### config.mk
export PLATFORM = sky130hd
export DESIGN_NAME = pcpa_div
export DESIGN_NICKNAME = d
export VERILOG_FILES = /design/src/design/pcpa_pkg.sv /design/src/design/pcpa_div.sv
export SDC_FILE = /design/constraint.sdc
export NUM_CORES = 1
export LEC_CHECK = 0
export ABC_AREA = 1
export BUFFER_PORTS_ARGS = -buffer_cell sky130_fd_sc_hd__buf_2
export CAP_MARGIN = 20
export CORE_MARGIN = 2
export CORE_UTILIZATION = 35
export CTS_BUF_LIST = sky130_fd_sc_hd__clkbuf_8
export DETAILED_ROUTE_END_ITERATION = 12
export GPL_ROUTABILITY_DRIVEN = 0
export HOLD_SLACK_MARGIN = 0.05
export PLACE_DENSITY_LB_ADDON = 0.25
export SLEW_MARGIN = 20
export SYNTH_ARGS = -nofsm -noshare
export SYNTH_HDL_FRONTEND = slang
export SYNTH_SLANG_ARGS = --single-unit
### constraint.sdc
create_clock -name clock -period 4.4 [get_ports clock]
set_input_delay 0.88 -clock clock [delete_from_list [all_inputs] [get_ports clock]]
set_output_delay 0.88 -clock clock [all_outputs]
set_load 0.03 [all_outputs]
### src/design/pcpa_pkg.sv
// Shared types and constants for the per-CPU page free-list allocator.
// Used by the divider and the top level.
`default_nettype none

package pcpa_pkg;

   localparam int NUM_CPUS   = 8;
   localparam int MAX_PAGES  = 32768;
   localparam int PAGE_BITS  = 12;

   localparam int ADDR_W     = 32;
   localparam int LINK_W     = 16;
   localparam int CPU_REQ_W  = 4;
   localparam int CPU_W      = (NUM_CPUS > 1) ? $clog2(NUM_CPUS) : 1;
   localparam int IDX_W      = $clog2(MAX_PAGES);
   localparam int IDX_FULL_W = ADDR_W - PAGE_BITS;
   localparam int DIV_CNT_W  = $clog2(ADDR_W);

   localparam logic [ADDR_W-1:0] REGION_START_RST = 32'h8000_0000;
   localparam logic [ADDR_W-1:0] REGION_END_RST   = 32'h8800_0000;

   localparam int             CSR_IDX_W        = 1;
   localparam logic [CSR_IDX_W-1:0] CSR_REGION_START = 1'b0;
   localparam logic [CSR_IDX_W-1:0] CSR_REGION_END   = 1'b1;

   typedef enum logic [1:0] {
      STAT_OK      = 2'd0,
      STAT_EMPTY   = 2'd1,
      STAT_BADADDR = 2'd2
   } pcpa_status_type;

   typedef enum logic [2:0] {
      S_IDLE,
      S_FCHECK,
      S_LSTART,
      S_LDIV,
      S_PUSH,
      S_ATRY,
      S_AWAIT
   } pcpa_state_type;

   typedef struct packed {
      logic              start;
      logic [ADDR_W-1:0] dividend;
      logic [ADDR_W-1:0] divisor;
   } div_req_type;

   typedef struct packed {
      logic              done;
      logic [ADDR_W-1:0] quotient;
   } div_rsp_type;

endpackage

`default_nettype wire

### src/design/pcpa_div.sv
// Iterative restoring divider, one quotient bit per cycle.
// Depends on pcpa_pkg for widths and the request/response structs.
`default_nettype none

module pcpa_div (
   input  wire logic                 clock,
   input  wire logic                 reset,
   input  wire pcpa_pkg::div_req_type div_req,
   output pcpa_pkg::div_rsp_type      div_rsp
);
   import pcpa_pkg::*;

   logic                 busy_ff;
   logic                 done_ff;
   logic [DIV_CNT_W-1:0] cnt_ff;
   logic [ADDR_W-1:0]    rem_ff;
   logic [ADDR_W-1:0]    rem_in;
   logic [ADDR_W-1:0]    quo_ff;
   logic [ADDR_W-1:0]    quo_in;
   logic [ADDR_W-1:0]    dvs_ff;
   logic [ADDR_W:0]      trial;
   logic [ADDR_W:0]      diff;
   logic                 ge;

   always_comb begin
      trial  = {rem_ff, quo_ff[ADDR_W-1]};
      ge     = trial >= {1'b0, dvs_ff};
      diff   = trial - {1'b0, dvs_ff};
      // remainder stays below the divisor, so the top bit drops out
      rem_in = ge ? diff[ADDR_W-1:0] : trial[ADDR_W-1:0];
      quo_in = {quo_ff[ADDR_W-2:0], ge};
   end

   always_ff @(posedge clock) begin
      if (reset) begin
         busy_ff <= 1'b0;
         done_ff <= 1'b0;
         cnt_ff  <= '0;
      end else begin
         done_ff <= 1'b0;
         if (div_req.start) begin
            busy_ff <= 1'b1;
            cnt_ff  <= DIV_CNT_W'(ADDR_W - 1);
         end else if (busy_ff) begin
            cnt_ff <= cnt_ff - DIV_CNT_W'(1);
            if (cnt_ff == '0) begin
               busy_ff <= 1'b0;
               done_ff <= 1'b1;
            end
         end
      end
   end

   always_ff @(posedge clock) begin
      if (div_req.start) begin
         rem_ff <= '0;
         quo_ff <= div_req.dividend;
         dvs_ff <= div_req.divisor;
      end else if (busy_ff) begin
         rem_ff <= rem_in;
         quo_ff <= quo_in;
      end
   end

   assign div_rsp.done     = done_ff;
   assign div_rsp.quotient = quo_ff;

endmodule

`default_nettype wire

# After elaboration in Yosys (flattened, before gate mapping)
# Cells that the tools add are included.
# word_totals
register_bits	103
inputBits	67
out_inout_bits	33
word_cells	22
# op_classes
add_sub_neg	2
n_lt_le_gt_ge	1
mux	9
bitwise_logic	1
reduce_logical	3
# op_table
cell	count
32-bit two-way mux	3
33-bit by 32-bit greater-or-equal comparator with 1-bit output	1
32-bit subtractor	1
5-bit two-way mux	2
5-bit logical NOT	1
5-bit by 1-bit subtractor with 5-bit output, second input constant	1
1-bit two-way mux	4
3-bit OR reduction	1
2-bit nonzero test	1
1-bit NOT	1

# Logic depth before layout (Yosys ltp)
# Gate-level depths: netlist (run 1).
# depth
depth_word	4
mapped_depth	17
depth_no_buf	16

# Least setup slack after synthesis (run 1)
# Ideal clock, no wire load.
# synth_path
path_kind	input -> register
from	in div_req[64] (netlist bit)
to	reg quo_ff[0], enable pin
arrival_ns	2.450
path_slack_ns	1.540
stages	4
path_cell_list	clkbuf_1 > nor2_1 > inv_1 > clkbuf_1
# synth_via
elab_chain_len	1
# synth_lines
element	line	rtl
start, declared	pcpa_div.sv:8	input wire pcpa_pkg::div_req_type div_req,
2-bit nonzero test (no line)	--	
end signal, assigned	pcpa_div.sv:57	quo_ff <= div_req.dividend;
end signal, assigned	pcpa_div.sv:61	quo_ff <= quo_in;
end, declared	pcpa_div.sv:18	logic [ADDR_W-1:0] quo_ff;
# No other way between the ends.
# A chain may end at the register's enable or synchronous reset.

# Final worst setup path (run 1)
# layout_path
from	reg dvs_ff[19]
to	reg rem_ff[0]
# layout_via
elab_chain_len	2
# layout_lines
element	line	rtl
start, declared	pcpa_div.sv:20	logic [ADDR_W-1:0] dvs_ff;
start signal, assigned	pcpa_div.sv:58	dvs_ff <= div_req.divisor;
33-bit by 32-bit greater-or-equal comparator with 1-bit output	pcpa_div.sv:27	ge = trial >= {1'b0, dvs_ff};
32-bit two-way mux	pcpa_div.sv:30	rem_in = ge ? diff[ADDR_W-1:0] : trial[ADDR_W-1:0];
end signal, assigned	pcpa_div.sv:60	rem_ff <= rem_in;
end, declared	pcpa_div.sv:16	logic [ADDR_W-1:0] rem_ff;
# No other way between the ends.

==> results of run 1 <==
[tightest hold or removal path, delay by kind of cell (launching register included)]
| kind | cells | cell delay [ns] |
|---|---|---|
| flops | 1 | 0.34 |
| simple gates | 2 | 0.10 |
[power groups by stage]
| stage | Combinational [W] | Sequential [W] | Clock, W |
|---|---|---|---|
| after global placement | 0.000361 | 0.00115 | 0 |
| after CTS | 0.000365 | 0.00113 | 0.000688 |
| after detailed placement | 0.000364 | 0.00115 | 0 |
| after global routing | 0.000407 | 0.00113 | 0.000710 |
| after floorplan | 0.000178 | 0.00121 | 0 |
| final | 0.000360 | 0.00113 | 0.000656 |
[cell usage in the layout, fill, tap and decap left out, drive strengths merged, types with 15 or more instances in the layout]
master,netlist,layout
ha,34,34
inv,181,186
nand2,419,419
edfxtp,64,64
nand3b,15,15
nand3,83,83
o21ai,15,15
dfxtp,39,39
nor2,48,48
a21oi,22,22
buf,12,104
[area by class of cell]
cell class	instances	share of cell area (%)
multi-input cells	680	42.40
clock buffers	9	1.592
inverters	186	8.975
repair buffers	104	6.852
flip-flops and latches	103	34.74
clock inverters	7	1.174
well taps	265	4.263
[per-layer routing]
metal	routed length, um	up-vias
li1	-	3248
met1	8067	2715
met2	7735	163
met3	1114	31
met4	429	2
met5	13	-
[through the flow]
step	setup slack [ns]	total power, W
after global routing	1.577	0.002251
after CTS	1.837	0.002181
after global placement	1.758	0.001509
after detailed placement	1.732	0.001511
after floorplan	1.540	0.001386
final	1.825	0.002143
[state kept, by name, summed over array words and instances, names as in the netlist]
signal,flops
cnt_ff,5
busy_ff,1
dvs_ff,32
quo_ff,32
done_ff,1
rem_ff,32
[cells in the mapped netlist]
cell,number
o211ai_1,1
o21ai_1,8
nand4_1,8
fa_1,1
nor2_1,41
nor2_2,5
nand3_2,2
nand3b_1,15
o21bai_1,3
inv_2,4
buf_2,4
inv_1,177
a21oi_1,21
nor3_2,1
buf_6,4
clkinv_1,5
nor4_1,3
buf_4,3
nor2_4,2
nand2_1,412
a31oi_1,3
o21ai_0,7
a221oi_1,1
clkbuf_1,11
a21oi_2,1
and2_1,4
nand2_4,2
nand3_1,81
nor3_1,2
xnor2_1,13
edfxtp_1,64
buf_1,1
nand2_2,5
dfxtp_1,39
ha_1,34
o21a_1,2
xor2_1,1
or2_2,1
[final timing paths]
check	startpoint	end	slack, ns
worst max-delay path	dvs_ff[19]$_DFFE_PP_	rem_ff[0]$_SDFFE_PP0P_	1.82
worst min register to register	rem_ff[13]$_SDFFE_PP0P_	rem_ff[13]$_SDFFE_PP0P_	0.48
worst min-delay path	rem_ff[13]$_SDFFE_PP0P_	rem_ff[13]$_SDFFE_PP0P_	0.48
worst max register to register	dvs_ff[19]$_DFFE_PP_	rem_ff[0]$_SDFFE_PP0P_	1.82
[logic make-up after synthesis]
kind of cell,after synthesis
AND/OR/NAND/NOR,584
buffers and inverters,209
flip-flops,103
AO/OA/AOI/OAI,47
adder cells (fa/ha/maj),35
XOR/XNOR,14
==> flow_metrics.tcl, run 1 <==
set metrics [dict create \
    p_sw_w 0.0006930 \
    synthToLayoutAreaGrowth_pct 13.91 \
    max_freq_mhz 388.3 \
    worst_slew_pin_slew_ns 1.023 \
    synth_top_family_by_area "simple AND/OR/NAND/NOR gates" \
    io_buffers 99 \
    drv_slew 0 \
    cp.depth 11 \
    path_delay_family "simple AND/OR/NAND/NOR gates" \
    hold_viol 0 \
    finalSetupTns_ns 0 \
    grt_max_degree 67 \
    combinationalPowerShare_pct 16.8 \
    syn-cell-area_sq_mm 0.006829 \
    final_nets 1186 \
    fin_crit_ns 2.575 \
    crit_path_top_delay_cell "nand2_4" \
    grt_pass1_wl_mm 29.11 \
    yosys.area_share.simple_pct 36.11 \
    crit_arrival_ns 2.85 \
    core_sq_mm 0.01933 \
    cpMostUsedCell "nand2_1" \
    nFillCells 2076 \
    yosys-top-cells-area "edfxtp_1, nand2_1, dfxtp_1" \
    required_ns 4.67 \
    drc 0 \
    drt-pass1-iter-count 5 \
    dieArea_sq_mm 0.02065 \
    yosys.area.top_type_share_pct 28.14 \
    crit_path_cell_trace "inv_1 -> ha_1 -> nand2_1 -> nor2_2 -> nand2_1 -> nor3_2 -> nand2_4 -> nand2_4 -> nand2_1 -> nand3_1 -> o21ai_0" \
    cts_tree "built" \
    finalNonFillerCells 1354 \
    dp_hpwl_mm 13.07 \
    layout-drive-gt1-share_pct 13.22 \
    diodes 0 \
    final_util_pct 40.23 \
    internal_power_w 0.001450 \
    maxCapViolCount 0 \
    whs_path_depth 2 \
    initial_utilization_pct 35.32 \
    cts_sinks 103 \
    die_height_um 143.7 \
    wl_per_cell_um 12.82 \
    synth_fa_ha_area_share_pct 6.523 \
    synth-seq-cells 103 \
    worstSetupEndpointType "flop" \
    path_clk_slew_ns 0.12 \
    final_area_sq_mm 0.007779 \
    setup_viol 0 \
    rsz0062_at_grt "no" \
    yosysTopAreaCell "edfxtp_1" \
    ant_nets 0 \
    drt_iter0_drc 280 \
    relSlewSlack_pct 31.38 \
    worstSkewPairLatency_ns 0.42 \
    post_cts_resize_count 0 \
    use_met1_pct 22.50 \
    switching_share_pct 32.34 \
    post_cts_buffers 0 \
    synth_compound_area_share_pct 3.829 \
    whs_ns 0.4770 \
    vias 6159 \
    drt-total-wl_mm 17.36 \
    vias_per_cell 4.549 \
    multi_input_area_sq_mm 0.003298 \
    synth.mux.area_fraction_pct 0 \
    cts_max_path_buffers 2 \
    power_density_mw_per_mm2 275.5 \
    seqCellArea_sq_mm 0.002703 \
    ir_worst_vdd_mv 0.1548 \
    syn_inst 992 \
    syn-num-nets 1094 \
    grt_overflow 0 \
    leakage_nw 4.225 \
    grt_use_total_pct 17.82 \
    seqPwrFrac_pct 52.6 \
    pwr-share-clk_pct 30.6 \
    htreeDepth 3 \
    grt_util_met2_pct 29.12 \
    status "complete, no violations" \
    period_share_pct 58.53 \
    place_area_sq_mm 0.007564 \
    placed_cells 1338 \
    rows 51 \
    grt_pass1_vias 6052 \
    cts_root_buf "clkbuf_8" \
    grt-busiest-layer "met2" \
    die_x_um 143.7 \
    hold_buffers 0 \
    path_max_fanout 34 \
    cp_slowest_stage_delay_ns 0.42 \
    hold_path.class "flop to flop" \
    synth.avg_cell_area_sq_um 6.884 \
    yosys_warnings 0 \
    yosysUniqueCellTypes 38 \
    yosys.area_share.xor_xnor_pct 1.796 \
    cts_buffers 9 \
    skew_ns 0.02155 \
    startpoint_type "flop" \
    path_class "flop to flop" \
    r2r.worst_path.cells 11 \
    cp.buffers_inverters 1 \
    io_pins 100 \
    synth_seq_area_share_pct 39.57 \
    met3_usage_pct 4.898 \
    antenna_found_initial 2 \
]
No activity file was read; power rests on OpenSTA's default activity.
==> run 2, diff against run 1 <==
--- a/config.mk
+++ b/config.mk
@@ -5,7 +5,7 @@
 export SDC_FILE = /design/constraint.sdc
 export NUM_CORES = 1
 export LEC_CHECK = 0
-export ABC_AREA = 1
+export ABC_AREA = 0
 export BUFFER_PORTS_ARGS = -buffer_cell sky130_fd_sc_hd__buf_2
 export CAP_MARGIN = 20
 export CORE_MARGIN = 2
==> constraint.sdc (replaced) <==
create_clock -name clock -period 2.55 [get_ports clock]
set_input_delay 0.51 -clock clock [delete_from_list [all_inputs] [get_ports clock]]
set_output_delay 0.51 -clock clock [all_outputs]
set_load 0.03 [all_outputs]
==> run 2 against run 1 <==
  * Non-clock buffer count is 90 higher
  * Largest power group unchanged
  * Global-route usage fell by 1.4 points
  * The flow now finishes with violations (setup timing)
  * Sequential power grew 81%
  * Critical endpoint is now rem_ff[9]$_SDFFE_PP0P_
  * Largest cell class unchanged
  * Die area fell by 13%
  * Area after synthesis is 13% lower
  * Cell area grew 1.1%
  * Core utilization rose by 7.2 points
  * Highest routed layer is now met4
  * Clock skew is essentially flat
  * Final cell count shrank 28%
==> flow_metrics.tcl, run 2 <==
set metrics [dict create \
    path_class "flop to flop" \
    pwr-share-clk_pct 20.3 \
    antenna_found_initial 0 \
    io_buffers 99 \
    worstSkewPairLatency_ns 0.40 \
    max_freq_mhz 341.7 \
    r2r_end "rem_ff[9]$_SDFFE_PP0P_" \
    grt_pass1_vias 5047 \
    synth_most_common_cell "edfxtp_1" \
    ant_nets 0 \
    synth.avg_cell_area_sq_um 10.28 \
    switching_share_pct 34.64 \
    yosys.area.top_type_share_pct 32.45 \
    hold_start "div_req[20]" \
    synth-seq-cells 103 \
    cts_buffers 9 \
    drc 0 \
    vias_per_cell 5.044 \
    min_to "dvs_ff[20]$_DFFE_PP_" \
    ys_top_cells_by_count "edfxtp_1, nor2_1, inv_1, dfxtp_1, ha_1" \
    hold_path.class "input port to flop" \
    dieArea_sq_mm 0.01798 \
    placed_cells 949 \
    worst_slew_pin_slew_ns 0.5292 \
    synth-async-reset-ratio_pct 0 \
    regToRegSetupSlack_ns -0.38 \
    syn-cell-area_sq_mm 0.005922 \
    cts_tree "built" \
    crit_arrival_ns 3.19 \
    p_sw_w 0.001714 \
    worstReg2RegStart "dvs_ff[12]$_DFFE_PP_" \
    synth_edf_count 64 \
    crit_path_top_delay_cell "or4_4" \
    core_sq_mm 0.01658 \
    maxCapViolCount 0 \
    final_util_pct 47.41 \
    worstSetupEndpointType "flop" \
    finalNonFillerCells 977 \
    ir_worst_vdd_mv 0.4281 \
    path_max_fanout 7 \
    syn_inst 576 \
    yosysTopAreaCell "edfxtp_1" \
    path_delay_family "compound AO/OA/AOI/OAI gates" \
    drv_slew 0 \
    relSlewSlack_pct 64.72 \
    grt_use_total_pct 16.39 \
    fin_crit_ns 2.927 \
    drt_iter0_drc 264 \
    rows 47 \
    violations "setup timing" \
    required_ns 2.81 \
    skew_ns 0.02194 \
    syn-num-nets 678 \
    cp_slowest_stage_delay_ns 0.52 \
    yosysUniqueCellTypes 54 \
    wl_per_cell_um 15.39 \
    setup_viol 33 \
    cts_max_path_buffers 2 \
    synth_seq_area_share_pct 45.64 \
    path_clk_slew_ns 0.11 \
    drt-pass1-iter-count 4 \
    rsz0062_at_grt "yes" \
    die_x_um 134.1 \
    final_cell_mix "buf_2, buf_4, edfxtp_1" \
    combinationalPowerShare_pct 38.5 \
    whs_ns 0.2778 \
    vias 4928 \
    layout_setup_ws_ns -0.3768 \
    yosys_warnings 0 \
    period_share_pct 114.8 \
    diodes 0 \
    power_density_mw_per_mm2 629.3 \
    layout-drive-gt1-share_pct 38.31 \
    top_regs "dvs_ff (32), quo_ff (32), rem_ff (32)" \
    cts_sinks 103 \
    cts_root_buf "clkbuf_8" \
    cp.buffers_inverters 3 \
    synth-main-ff-cell "edfxtp_1" \
    initial_utilization_pct 35.71 \
    seqPwrFrac_pct 41.2 \
    grt_max_degree 101 \
    hold_viol 0 \
    cpMostUsedCell "buf_12" \
    status "complete, but fails checks" \
    internal_power_w 0.003234 \
    mostFrequentLayoutCell "buf_2" \
    io_pins 100 \
    grt_overflow 0 \
    die_height_um 134.1 \
    crit_path_cell_trace "inv_2 -> ha_4 -> nand2_4 -> or4_4 -> a21o_1 -> a2111oi_4 -> nor2_4 -> o211ai_4 -> buf_12 -> buf_12 -> mux2i_2 -> a211oi_2" \
    final_nets 854 \
    r2r.worst_path.cells 12 \
    drt-total-wl_mm 15.04 \
    synthToLayoutAreaGrowth_pct 32.77 \
    finalSetupTns_ns -10.30 \
    grt_pass1_wl_mm 23.83 \
    leakage_nw 3.351 \
    finalPower_w 0.004948 \
    htreeDepth 3 \
    yosys-top-cells-area "edfxtp_1, dfxtp_1, ha_1" \
    dp_hpwl_mm 10.60 \
    whs_path_depth 1 \
    nFillCells 1566 \
    startpoint_type "flop" \
]
==> run 2: cell count changes after synthesis, sizes merged, moves of 10 or more <==
cell,delta
o21ai,+14
clkbuf,+10
a21o,+12
nor2,+11
xor2,+10
mux2,+32
inv,-137
mux2i,+29
nand2,-389
a21oi,+10
a211oi,+29
nand3b,-14
nand3,-77
==> run 2: final cells by class <==
class	count	area, sq um	area share, %
clock inverters	7	60.06	0.7638
multi-input cells	400	3209	40.82
well taps	220	275.3	3.501
inverters	44	165.2	2.101
flip-flops and latches	103	2704	34.39
clock buffers	9	123.9	1.575
repair buffers	194	1325	16.85
==> run 2: repair_timing <==
action	4_1_cts	5_1_grt
gates resized for setup	2	36
gates cloned	0	4
pin swaps	0	19
hold buffers	0	0
setup buffers	0	8
endpoints found under the setup margin	33	33
==> run 2: worst max-delay path by stage <==
stage | from | to | slack (ns) | cells after the start
finish | dvs_ff[12]$_DFFE_PP_ | rem_ff[9]$_SDFFE_PP0P_ | -0.38 | 12
global route | dvs_ff[5]$_DFFE_PP_ | rem_ff[9]$_SDFFE_PP0P_ | -0.46 | 12
CTS | dvs_ff[5]$_DFFE_PP_ | rem_ff[20]$_SDFFE_PP0P_ | -0.36 | 11
detailed placement | dvs_ff[6]$_DFFE_PP_ | rem_ff[28]$_SDFFE_PP0P_ | -0.36 | 11
global placement | dvs_ff[5]$_DFFE_PP_ | rem_ff[28]$_SDFFE_PP0P_ | -0.34 | 11
floorplan | quo_ff[31]$_DFFE_PP_ | rem_ff[28]$_SDFFE_PP0P_ | -0.15 | 12
==> run 2: metrics by stage <==
step | cell area (sq um) | setup WS [ns]
6_report | 7863 | -0.3768
5_1_grt | 7863 | -0.4621
4_1_cts | 7550 | -0.3561
3_5_place_dp | 7362 | -0.3585
3_3_place_gp | 7362 | -0.3395
2_1_floorplan | 6078 | -0.1484
==> run 2: per-layer routing <==
layer / up-vias / routed length, um / share of wire [%] / global-route usage (%)
met2: 136 / 7281 / 48 / 27.95
met5: - / 0 / 0 / 0
met3: 16 / 802 / 5.3 / 4.006
met4: 0 / 238 / 1.6 / 5.497
met1: 2333 / 6713 / 45 / 20.37
li1: 2443 / - / - / -
==> run 2: power by group through the flow <==
stage / clock network (W) / registers, W / logic (W)
after floorplan: 0 / 0.00217 / 0.00100
after global placement: 0 / 0.00207 / 0.00165
after detailed placement: 0 / 0.00207 / 0.00167
after CTS: 0.00105 / 0.00204 / 0.00168
after global routing: 0.00109 / 0.00206 / 0.00206
final: 0.00100 / 0.00204 / 0.00190
==> run 2: cell families after synthesis <==
| group | count (synthesis) | share of synthesized area, % |
|---|---|---|
| AND/OR/NAND/NOR | 128 | 9.698 |
| AO/OA/AOI/OAI | 144 | 16.29 |
| multiplexers | 61 | 10.99 |
| flip-flops | 103 | 45.64 |
| XOR/XNOR | 32 | 4.733 |
| adder cells (fa/ha/maj) | 35 | 7.522 |
| buffers and inverters | 73 | 5.134 |
==> run 3, diff against run 2 <==
--- a/config.mk
+++ b/config.mk
@@ -10,7 +10,8 @@
 export CAP_MARGIN = 20
 export CORE_MARGIN = 2
 export CORE_UTILIZATION = 35
-export CTS_BUF_LIST = sky130_fd_sc_hd__clkbuf_8
+export CTS_BUF_LIST = sky130_fd_sc_hd__clkbuf_16
+export CTS_CLUSTER_SIZE = 8
 export DETAILED_ROUTE_END_ITERATION = 12
 export GPL_ROUTABILITY_DRIVEN = 0
 export HOLD_SLACK_MARGIN = 0.05
==> constraint.sdc (replaced) <==
create_clock -name clock -period 3.01 [get_ports clock]
set_input_delay 0.602 -clock clock [delete_from_list [all_inputs] [get_ports clock]]
set_output_delay 0.602 -clock clock [all_outputs]
set_load 0.03 [all_outputs]
==> run 3 against run 2 <==
  * The flow now finishes without violations
  * Via count fell by 5.4%
  * Combinational power fell by 28%
  * Sequential power fell by 15%
  * Clock skew fell by 0.011 ns
  * Register-to-register slack improved by 0.46 ns
  * Final cell count fell by 5.6%
  * Worst hold slack improved by 0.14 ns
  * Clock power rose by 27%
  * Global-route usage fell by 1.1 points
  * First-iteration DRC count fell by 17%
  * Routed wire length fell by 6.6%
  * Sequential share of layout area rose by 2.1 points
  * Highest routed layer unchanged
==> flow_metrics.tcl, run 3 (same netlist as run 2, synthesis figures left out) <==
set metrics [dict create \
    drv_slew 0 \
    grt_pass1_wl_mm 22.12 \
    worst_slew_pin_slew_ns 0.6642 \
    path_delay_family "compound AO/OA/AOI/OAI gates" \
    io_buffers 99 \
    core_sq_mm 0.01658 \
    cts_root_buf "clkbuf_16" \
    startpoint_type "flop" \
    status "complete, no violations" \
    cp.buffers_inverters 1 \
    period_share_pct 97.12 \
    setup_viol 0 \
    skew_ns 0.01113 \
    pwr-share-clk_pct 29.1 \
    regToRegSetupSlack_ns 0.09 \
    cts_sinks 103 \
    cts_tree "built" \
    vias_per_cell 5.054 \
    cp_slowest_stage_delay_ns 0.41 \
    final_nets 799 \
    max_freq_mhz 342.1 \
    finalSetupTns_ns 0 \
    grt_max_degree 58 \
    antenna_found_initial 0 \
    grt_use_total_pct 15.29 \
    hold_path.class "input port to flop" \
    synthToLayoutAreaGrowth_pct 25.18 \
    die_x_um 134.1 \
    worstSkewPairLatency_ns 0.36 \
    crit_arrival_ns 3.20 \
    leakage_nw 3.132 \
    hold_viol 0 \
    drt-total-wl_mm 14.05 \
    power_density_mw_per_mm2 588.2 \
    crit_path_top_delay_cell "edfxtp_1" \
    path_class "flop to flop" \
    path_max_fanout 3 \
    io_pins 100 \
    finalPower_w 0.004360 \
    required_ns 3.29 \
    ir_worst_vdd_mv 0.3789 \
    mostFrequentLayoutCell "buf_2" \
    dieArea_sq_mm 0.01798 \
    nFillCells 1613 \
    rows 47 \
    final_cell_mix "buf_2, edfxtp_1, nor2_1" \
    top_regs "dvs_ff (32), quo_ff (32), rem_ff (32)" \
    die_height_um 134.1 \
    p_sw_w 0.001424 \
    switching_share_pct 32.67 \
    drt-pass1-iter-count 4 \
    seqPwrFrac_pct 39.7 \
    wl_per_cell_um 15.24 \
    initial_utilization_pct 35.71 \
    htreeDepth 3 \
    relSlewSlack_pct 54.58 \
    grt_pass1_vias 4594 \
    dp_hpwl_mm 10.02 \
    drc 0 \
    drt_iter0_drc 218 \
    combinationalPowerShare_pct 31.2 \
    diodes 0 \
    path_clk_slew_ns 0.08 \
    cts_max_path_buffers 2 \
    grt_overflow 0 \
    crit_path_cell_trace "ha_2 -> fa_2 -> nor2b_2 -> o211ai_1 -> a21oi_2 -> a41oi_2 -> o21ai_1 -> buf_4 -> a31o_4 -> mux2i_1 -> mux2i_1 -> a211oi_1" \
    layout-drive-gt1-share_pct 30.34 \
    layout_setup_ws_ns 0.08668 \
    dp_slack_ns -0.04981 \
    ant_nets 0 \
    maxCapViolCount 0 \
    cts_buffers 9 \
    fin_crit_ns 2.923 \
    vias 4660 \
    internal_power_w 0.002936 \
    cpMostUsedCell "mux2i_1" \
    worstSetupEndpointType "flop" \
]
-- run 3: cell count changes in the layout (fill, tap and decap cells not counted), sizes merged --
cell,delta
bufinv,+1
buf,-55
clkinv,-1
clkinvlp,-1
inv,+1
-- run 3: worst paths after layout --
path | startpoint | cells past startpoint | end
worst min register to register | rem_ff[21]$_SDFFE_PP0P_ | 2 | rem_ff[21]$_SDFFE_PP0P_
worst max-delay path | dvs_ff[0]$_DFFE_PP_ | 12 | rem_ff[28]$_SDFFE_PP0P_
worst max register to register | dvs_ff[0]$_DFFE_PP_ | 12 | rem_ff[28]$_SDFFE_PP0P_
worst min-delay path | div_req[29] | 1 | dvs_ff[29]$_DFFE_PP_
-- run 3: stage by stage --
stage / util, % / std cells / area, sq um / hold slack, ns
2_1_floorplan: - / 576 / 5922 / 0.4428
3_3_place_gp: 41.27 / 898 / 6844 / 0.4612
3_5_place_dp: 41.27 / 898 / 6844 / 0.4735
4_1_cts: 43.29 / 914 / 7179 / 0.3944
5_1_grt: 44.70 / 922 / 7413 / 0.3953
6_report: 44.70 / 922 / 7413 / 0.4143
-- run 3: power by group through the flow --
stage	logic (W)	clock network, W	registers [W]
floorplan	0.000797	0	0.00183
detailed placement	0.00124	0	0.00176
global route	0.00149	0.00136	0.00175
finish	0.00136	0.00127	0.00173
global placement	0.00122	0	0.00176
CTS	0.00125	0.00132	0.00173
-- run 3: cell type report --
class | instances | area (sq um) | area share (%)
clock buffers | 9 | 225.2 | 3.038
clock inverters | 7 | 103.9 | 1.401
inverters | 44 | 165.2 | 2.228
multi-input cells | 400 | 3048 | 41.11
flip-flops and latches | 103 | 2704 | 36.47
well taps | 220 | 275.3 | 3.713
repair buffers | 139 | 892.1 | 12.03
-- run 3: worst reg2reg max path, cell delays in order (launching register included) --
cell and delay [ns]:
edfxtp_1 0.41, ha_2 0.21, fa_2 0.39, nor2b_2 0.15, o211ai_1 0.22, a21oi_2 0.25
a41oi_2 0.17, o21ai_1 0.16, buf_4 0.16, a31o_4 0.18, mux2i_1 0.22, mux2i_1 0.11
a211oi_1 0.22
-- run 3: routing by layer --
| layer | routed length [um] | global-route usage, % | up-vias |
|---|---|---|---|
| li1 | - | - | 2334 |
| met1 | 6424 | 19.22 | 2183 |
| met2 | 6605 | 25.30 | 131 |
| met3 | 835 | 4.913 | 12 |
| met4 | 181 | 4.386 | 0 |
| met5 | 0 | 0 | - |
-- run 3: repair_timing --
action / CTS / global route
setup endpoints to repair: 6 / 33
pin swaps: 0 / 7
cloned: 0 / 3
hold buffers: 0 / 0
setup buffers: 0 / 5
gates resized for setup: 3 / 23
